File: src/hdl/slir_pkg.sv
package slir_pkg;

  localparam int CAPACITY = 16;
  localparam int ADDR_W   = $clog2(CAPACITY);
  localparam int CNT_W    = $clog2(CAPACITY + 1);

  typedef enum logic {
    CMD_INSERT = 1'b0,
    CMD_REMOVE = 1'b1
  } cmd_t;

  typedef enum logic [1:0] {
    STAT_INSERTED  = 2'd0,
    STAT_REMOVED   = 2'd1,
    STAT_NOT_FOUND = 2'd2,
    STAT_FULL      = 2'd3
  } status_t;

  typedef struct packed {
    cmd_t               command;
    logic signed [31:0] value;
  } in_t;

  typedef struct packed {
    status_t            status;
    logic [4:0]         count;
    logic signed [31:0] smallest;
    logic signed [31:0] largest;
  } out_t;

  typedef enum logic [3:0] {
    ST_IDLE,
    ST_INS_RD,
    ST_INS_CMP,
    ST_INS_PUT,
    ST_REM_RD,
    ST_REM_CMP,
    ST_HEAD,
    ST_TAIL,
    ST_TAIL_WAIT,
    ST_FIN
  } state_t;

endpackage

File: src/hdl/sorted_list_insert_remove_unit.sv
// channel | ports                        | direction | payload
// --------+------------------------------+-----------+-----------------------------
// command | in_valid, in_ready, in_data   | in        | slir_pkg::in_t (command, value)
// result  | out_valid, out_ready, out_data| out       | slir_pkg::out_t (status, count,
//         |                              |           |   smallest, largest)
//
// one command at a time; the entry store is a memory with one read and one write port
// insert: scans down from the tail, moving each entry not less than the value up one place; full: STAT_FULL
// remove: scans every stored entry, moving each entry after the first match down one place
// reset (rst_n low, synchronous) empties the list; store contents stay undefined
// a result waiting in the output register does not block the next command transfer,
// but that command holds in its last state until the register is free

module sorted_list_insert_remove_unit (
  input  logic            clk,
  input  logic            rst_n,
  input  logic            in_valid,
  output logic            in_ready,
  input  slir_pkg::in_t   in_data,
  output logic            out_valid,
  input  logic            out_ready,
  output slir_pkg::out_t  out_data
);

  logic signed [31:0] mem [slir_pkg::CAPACITY];
  logic signed [31:0] rdata_r;

  slir_pkg::state_t             state_r, state_nxt;
  logic [slir_pkg::CNT_W-1:0]   fill_r, fill_nxt;
  logic [slir_pkg::CNT_W-1:0]   idx_r, idx_nxt;
  logic                         found_r, found_nxt;
  slir_pkg::cmd_t               cmd_r, cmd_nxt;
  logic signed [31:0]           val_r, val_nxt;
  slir_pkg::status_t            status_r, status_nxt;
  logic signed [31:0]           head_r, head_nxt;
  logic                         out_valid_r, out_valid_nxt;
  slir_pkg::out_t               out_data_r, out_data_nxt;

  logic                         mem_we;
  logic [slir_pkg::ADDR_W-1:0]  mem_wa;
  logic signed [31:0]           mem_wd;
  logic [slir_pkg::ADDR_W-1:0]  mem_ra;

  logic [slir_pkg::CNT_W-1:0]   idx_dec, idx_inc, fill_dec;
  logic                         rd_less, rd_equal, out_free;

  assign idx_dec  = idx_r - 1'b1;
  assign idx_inc  = idx_r + 1'b1;
  assign fill_dec = fill_r - 1'b1;
  assign rd_less  = rdata_r < val_r;
  assign rd_equal = rdata_r == val_r;
  assign out_free = !out_valid_r || out_ready;

  always_ff @(posedge clk) begin
    if (mem_we) begin
      mem[mem_wa] <= mem_wd;
    end
    rdata_r <= mem[mem_ra];
  end

  always_comb begin
    state_nxt     = state_r;
    fill_nxt      = fill_r;
    idx_nxt       = idx_r;
    found_nxt     = found_r;
    cmd_nxt       = cmd_r;
    val_nxt       = val_r;
    status_nxt    = status_r;
    head_nxt      = head_r;
    out_valid_nxt = out_valid_r && !out_ready;
    out_data_nxt  = out_data_r;
    case (state_r)
      slir_pkg::ST_IDLE: begin
        if (in_valid) begin
          cmd_nxt   = in_data.command;
          val_nxt   = in_data.value;
          found_nxt = 1'b0;
          if (in_data.command == slir_pkg::CMD_INSERT) begin
            idx_nxt = fill_r;
            if (fill_r == slir_pkg::CNT_W'(slir_pkg::CAPACITY)) begin
              status_nxt = slir_pkg::STAT_FULL;
              state_nxt  = slir_pkg::ST_HEAD;
            end else if (fill_r == '0) begin
              state_nxt = slir_pkg::ST_INS_PUT;
            end else begin
              state_nxt = slir_pkg::ST_INS_RD;
            end
          end else begin
            idx_nxt = '0;
            if (fill_r == '0) begin
              status_nxt = slir_pkg::STAT_NOT_FOUND;
              state_nxt  = slir_pkg::ST_HEAD;
            end else begin
              state_nxt = slir_pkg::ST_REM_RD;
            end
          end
        end
      end
      slir_pkg::ST_INS_RD: begin
        state_nxt = slir_pkg::ST_INS_CMP;
      end
      slir_pkg::ST_INS_CMP: begin
        if (rd_less) begin
          fill_nxt   = fill_r + 1'b1;
          status_nxt = slir_pkg::STAT_INSERTED;
          state_nxt  = slir_pkg::ST_HEAD;
        end else begin
          idx_nxt   = idx_dec;
          state_nxt = (idx_dec == '0) ? slir_pkg::ST_INS_PUT : slir_pkg::ST_INS_RD;
        end
      end
      slir_pkg::ST_INS_PUT: begin
        fill_nxt   = fill_r + 1'b1;
        status_nxt = slir_pkg::STAT_INSERTED;
        state_nxt  = slir_pkg::ST_HEAD;
      end
      slir_pkg::ST_REM_RD: begin
        state_nxt = slir_pkg::ST_REM_CMP;
      end
      slir_pkg::ST_REM_CMP: begin
        if (!found_r && rd_equal) begin
          found_nxt = 1'b1;
        end
        idx_nxt = idx_inc;
        if (idx_r == fill_dec) begin
          if (found_r || rd_equal) begin
            fill_nxt   = fill_dec;
            status_nxt = slir_pkg::STAT_REMOVED;
          end else begin
            status_nxt = slir_pkg::STAT_NOT_FOUND;
          end
          state_nxt = slir_pkg::ST_HEAD;
        end else begin
          state_nxt = slir_pkg::ST_REM_RD;
        end
      end
      slir_pkg::ST_HEAD: begin
        state_nxt = (fill_r == '0) ? slir_pkg::ST_FIN : slir_pkg::ST_TAIL;
      end
      slir_pkg::ST_TAIL: begin
        head_nxt  = rdata_r;
        state_nxt = slir_pkg::ST_TAIL_WAIT;
      end
      slir_pkg::ST_TAIL_WAIT: begin
        state_nxt = slir_pkg::ST_FIN;
      end
      slir_pkg::ST_FIN: begin
        if (out_free) begin
          out_valid_nxt         = 1'b1;
          out_data_nxt.status   = status_r;
          out_data_nxt.count    = 5'(fill_r);
          out_data_nxt.smallest = (fill_r == '0) ? '0 : head_r;
          out_data_nxt.largest  = (fill_r == '0) ? '0 : rdata_r;
          state_nxt             = slir_pkg::ST_IDLE;
        end
      end
      default: begin
        state_nxt = slir_pkg::ST_IDLE;
      end
    endcase
  end

  always_comb begin
    in_ready = 1'b0;
    mem_we   = 1'b0;
    mem_wa   = idx_r[slir_pkg::ADDR_W-1:0];
    mem_wd   = val_r;
    mem_ra   = idx_r[slir_pkg::ADDR_W-1:0];
    case (state_r)
      slir_pkg::ST_IDLE: begin
        in_ready = 1'b1;
      end
      slir_pkg::ST_INS_RD: begin
        mem_ra = idx_dec[slir_pkg::ADDR_W-1:0];
      end
      slir_pkg::ST_INS_CMP: begin
        mem_we = 1'b1;
        mem_wd = rd_less ? val_r : rdata_r;
      end
      slir_pkg::ST_INS_PUT: begin
        mem_we = 1'b1;
      end
      slir_pkg::ST_REM_CMP: begin
        mem_we = found_r;
        mem_wa = idx_dec[slir_pkg::ADDR_W-1:0];
        mem_wd = rdata_r;
      end
      slir_pkg::ST_HEAD: begin
        mem_ra = '0;
      end
      slir_pkg::ST_TAIL: begin
        mem_ra = fill_dec[slir_pkg::ADDR_W-1:0];
      end
      // keep the tail entry on the read data until the result is loaded into the output register
      slir_pkg::ST_TAIL_WAIT: begin
        mem_ra = fill_dec[slir_pkg::ADDR_W-1:0];
      end
      slir_pkg::ST_FIN: begin
        mem_ra = fill_dec[slir_pkg::ADDR_W-1:0];
      end
      default: begin
        in_ready = 1'b0;
      end
    endcase
  end

  always_ff @(posedge clk) begin
    if (!rst_n) begin
      state_r     <= slir_pkg::ST_IDLE;
      fill_r      <= '0;
      out_valid_r <= 1'b0;
    end else begin
      state_r     <= state_nxt;
      fill_r      <= fill_nxt;
      out_valid_r <= out_valid_nxt;
    end
    idx_r      <= idx_nxt;
    found_r    <= found_nxt;
    cmd_r      <= cmd_nxt;
    val_r      <= val_nxt;
    status_r   <= status_nxt;
    head_r     <= head_nxt;
    out_data_r <= out_data_nxt;
  end

  assign out_valid = out_valid_r;
  assign out_data  = out_data_r;

  a_fill_bound: assert property (@(posedge clk) disable iff (!rst_n)
    fill_r <= slir_pkg::CNT_W'(slir_pkg::CAPACITY))
    else $error("fill count above capacity");

  a_full_count: assert property (@(posedge clk) disable iff (!rst_n)
    out_valid_r && out_data_r.status == slir_pkg::STAT_FULL
      |-> out_data_r.count == 5'(slir_pkg::CAPACITY))
    else $error("full status with list not full");

  a_insert_nonempty: assert property (@(posedge clk) disable iff (!rst_n)
    out_valid_r && out_data_r.status == slir_pkg::STAT_INSERTED |-> out_data_r.count != '0)
    else $error("insert left list empty");

  a_empty_zero: assert property (@(posedge clk) disable iff (!rst_n)
    out_valid_r && out_data_r.count == '0
      |-> out_data_r.smallest == '0 && out_data_r.largest == '0)
    else $error("empty list reports nonzero bounds");

  a_ins_cmd: assert property (@(posedge clk) disable iff (!rst_n)
    state_r == slir_pkg::ST_INS_CMP || state_r == slir_pkg::ST_INS_RD
      |-> cmd_r == slir_pkg::CMD_INSERT && idx_r != '0 && idx_r <= fill_r)
    else $error("insert scan index out of range");

endmodule
File: config.mk
export PLATFORM = sky130hd
export DESIGN_NAME = sorted_list_insert_remove_unit
export DESIGN_NICKNAME = d
export VERILOG_FILES = /design/src/hdl/slir_pkg.sv /design/src/hdl/sorted_list_insert_remove_unit.sv
export SDC_FILE = /design/constraint.sdc
export NUM_CORES = 1
export LEC_CHECK = 0
export ABC_AREA = 0
export BUFFER_PORTS_ARGS = -buffer_cell sky130_fd_sc_hd__buf_2
export CAP_MARGIN = 30
export CORE_MARGIN = 4
export CORE_UTILIZATION = 65
export CTS_CLUSTER_SIZE = 40
export DETAILED_ROUTE_END_ITERATION = 10
export GPL_TIMING_DRIVEN = 0
export PLACE_DENSITY = 0.87
export SYNTH_ARGS = -nofsm -noshare
export SYNTH_HDL_FRONTEND = slang
export SYNTH_SLANG_ARGS = --single-unit
File: constraint.sdc
create_clock -name clk -period 8.92 [get_ports clk]
set_input_delay 0.892 -clock clk [delete_from_list [all_inputs] [get_ports clk]]
set_output_delay 0.892 -clock clk [all_outputs]
set_load 0.05 [all_outputs]
==> results.sh <==
export IMPL_ctsRootBufferMaster="clkbuf_16"
export IMPL_startpoint_type="flop"
export IMPL_totalWireLength_mm=71.5
export IMPL_synthCells=1885
export IMPL_worst_slew_pin_slew_ns=0.983
export IMPL_drtPass1Iterations=7
export IMPL_clkSinkCount=697
export IMPL_setup_viol=0
export IMPL_synth_async_reset_ratio=0
export IMPL_die_area_um2=47400
export IMPL_cts_buffers=67
export IMPL_die_w_um=218
export IMPL_endpoint="mem[7][14]"
export IMPL_clkTransAtPathRegs_ns=0.07
export IMPL_ys_warn_count=0
export IMPL_place_hpwl_mm=46.9
export IMPL_placedCellCount=2599
export IMPL_drt_initial_drc_count=2507
export IMPL_cts_tree="built"
export IMPL_htreeDepth=3
export IMPL_reg2reg_from="state_r[2]"
export IMPL_finalNetCount=2158
export IMPL_post_route_period_util=0.488
export IMPL_portBuffers=109
export IMPL_num_io_pins=110
export IMPL_critPathMaxFanout=18
export IMPL_die_h_um=218
export IMPL_fin_crit_ns=4.35
export IMPL_clockBufferDepth=3
export IMPL_cts_setup_buffers=0
export IMPL_ant_nets=0
export IMPL_syn_area_per_cell_um2=15.2
export IMPL_grt_max_degree=40
export IMPL_peakVddDrop_v=0.000219
export IMPL_status="finished, final reports clean"
export IMPL_critical_path_class="flop to flop"
export IMPL_slew_violations=0
export IMPL_antenna_found_initial=3
export IMPL_vias=17834
export IMPL_ctsResizeCount=0
export IMPL_worstPathArrival_ns=4.64
export IMPL_drc=0
export IMPL_grt_met2_usage=0.498
export IMPL_worst_r2r_endpoint="mem[7][14]"
export IMPL_clk_latency_ns=0.59
export IMPL_setup_worst_path_end_class="flop"
export IMPL_mostFrequentLayoutCells="edfxtp_1 (655), mux2i_1 (258), nand2_1 (226), buf_2 (147), nand3_1 (78)"
export IMPL_core_area_um2=43300
export IMPL_grt_pass1_vias=18195
export IMPL_stdcell_count=2718
export IMPL_ctsHoldBuffers=0
export IMPL_fin_util=0.753
export IMPL_p_leak_nw=11.8
export IMPL_vias_per_cell=6.56
export IMPL_start_util=0.661
export IMPL_rsz0062_at_grt="no"
export IMPL_gp_congestion=0.885
export IMPL_drive_gt1_frac=0.158
export IMPL_syn_nets=1960
export IMPL_cap_violations=0
export IMPL_yosysSeqAreaShare=0.717
export IMPL_ys_seq_elements=697
export IMPL_grtUsageMet1=0.378
export IMPL_grt_use_total=0.300
export IMPL_area_growth_pct=13.9
export IMPL_hold_path_class="flop to flop"
export IMPL_grt_busiest_layer="met2"
export IMPL_r2r_cells=10
export IMPL_layout_commonest_cell="edfxtp_1"
export IMPL_synth_ff_type="edfxtp_1"
export IMPL_grt_overflow=0
export IMPL_antenna_cells=0
export IMPL_netlist_area_um2=28600
export IMPL_required_ns=9.20
export IMPL_fin_worst_skew_ns=0.0173
export IMPL_r2r_slack_ns=4.57
export IMPL_grt_pass1_wl_mm=107
export IMPL_wl_per_cell_um=26.3
export IMPL_grtUsageMet3=0.0655
export IMPL_hold_violations=0
export IMPL_synth_cell_type_count=65
export IMPL_rows=76
export IMPL_max_freq_ghz=0.230
export IMPL_power_per_cell_area_nw_per_um2=408
export IMPL_slew_headroom=0.345
export IMPL_synth_edff_count=655
export IMPL_cp_startpoint="state_r[2]"
export IMPL_setup_tns_ns=0
==> worst min path at each step <==
stage	from	end	slack, ns	cells past startpoint
after floorplan	status_r[0]	out_data[69]	0.40	0
after global placement	status_r[0]	out_data[69]	0.40	0
after detailed placement	status_r[0]	out_data[69]	0.41	0
after CTS	status_r[0]	out_data[69]	0.42	0
after global routing	status_r[0]	out_data[69]	0.44	0
final	status_r[0]	out_data[69]	0.42	0
==> cell usage after synthesis (all sizes together) (2+ instances only) <==
cell / count / area (um^2)
a211oi: 32 / 240
xnor2: 10 / 95.1
a41oi: 2 / 17.5
o41ai: 3 / 26.3
a22oi: 3 / 22.5
edfxtp: 655 / 19700
o31ai: 4 / 30.0
nor4: 4 / 31.3
nor3: 13 / 65.1
clkbuf: 55 / 206
mux2: 31 / 462
nand2b: 10 / 62.6
nor3b: 2 / 15.0
o2111ai: 2 / 23.8
or2: 2 / 12.5
or3: 3 / 18.8
and4: 3 / 26.3
o22ai: 3 / 18.8
xor2: 4 / 35.0
nor2: 49 / 189
mux2i: 258 / 2580
dfxtp: 42 / 841
nand2: 226 / 848
a21oi: 34 / 185
nand3: 78 / 390
nand4: 4 / 25.0
a31oi: 36 / 231
buf: 56 / 319
o311ai: 3 / 26.3
inv: 42 / 158
a311oi: 32 / 280
a221o: 3 / 30.0
o221ai: 2 / 17.5
o21a: 32 / 240
nor2b: 69 / 432
o211ai: 3 / 22.5
o21bai: 2 / 15.0
ha: 38 / 475
o21ai: 20 / 100
nand3b: 2 / 15.0
a221oi: 3 / 26.3
==> where the power goes <==
part           switching, W  total [W]  internal, W
clock               0.00117    0.00273      0.00157
combinational       0.00398    0.00597      0.00200
sequential         0.000238    0.00459      0.00435
==> stage by stage <==
stage               total power, W  hold WS (ns)  area (um^2)  setup WS [ns]
global placement           0.00997         0.403        29900           2.81
finish                      0.0133         0.424        32600           4.57
global route                0.0138         0.436        32600           4.39
detailed placement          0.0103         0.406        30500           4.68
floorplan                  0.00843         0.400        28600           4.23
CTS                         0.0131         0.420        32600           4.68
==> per-layer routing <==
metal / part of all wire / vias to the layer above
met5: 0.00041 / -
li1: - / 7527
met3: 0.11 / 277
met2: 0.48 / 1326
met1: 0.35 / 8700
met4: 0.054 / 4
==> logic make-up (layout without fill, tap and decap cells) <==
logic type / Yosys count / after routing / synth area share
buffers and inverters: 153 / 401 / 0.0239
AND/OR/NAND/NOR: 468 / 468 / 0.0753
multiplexers: 289 / 289 / 0.106
adder cells (fa/ha/maj): 38 / 38 / 0.0166
flip-flops: 697 / 697 / 0.717
XOR/XNOR: 14 / 14 / 0.00455
AO/OA/AOI/OAI: 226 / 226 / 0.0565
==> state kept, by name, indices dropped and copies added (netlist names) <==
| register | cells |
|---|---|
| found_r | 1 |
| out_valid | 1 |
| status_r | 2 |
| fill_r | 5 |
| idx_r | 5 |
| val_r | 32 |
| state_r | 4 |
| out_data | 71 |
| mem | 512 |
| rdata_r | 32 |
| head_r | 32 |
==> critical path: stages, from the launching register on <==
cell and delay [ns]:
dfxtp_1 0.30, buf_2 0.21, buf_1 0.37, nand3_1 0.30, inv_1 0.19, clkbuf_1 0.43, buf_2 0.35, ha_1 0.32
or3_1 0.57, nor2_4 0.72, buf_16 0.25
==> layout make-up <==
type | count | area [um^2]
buffer | 111 | 526
sequential | 697 | 20500
tap | 585 | 732
clock inverter | 22 | 174
fill | 2311 | 10700
inverter | 42 | 158
multi-input combinational | 1035 | 7550
clock buffer | 97 | 1930
timing repair buffer | 129 | 1010
No activity file was read; power rests on OpenSTA's default activity.
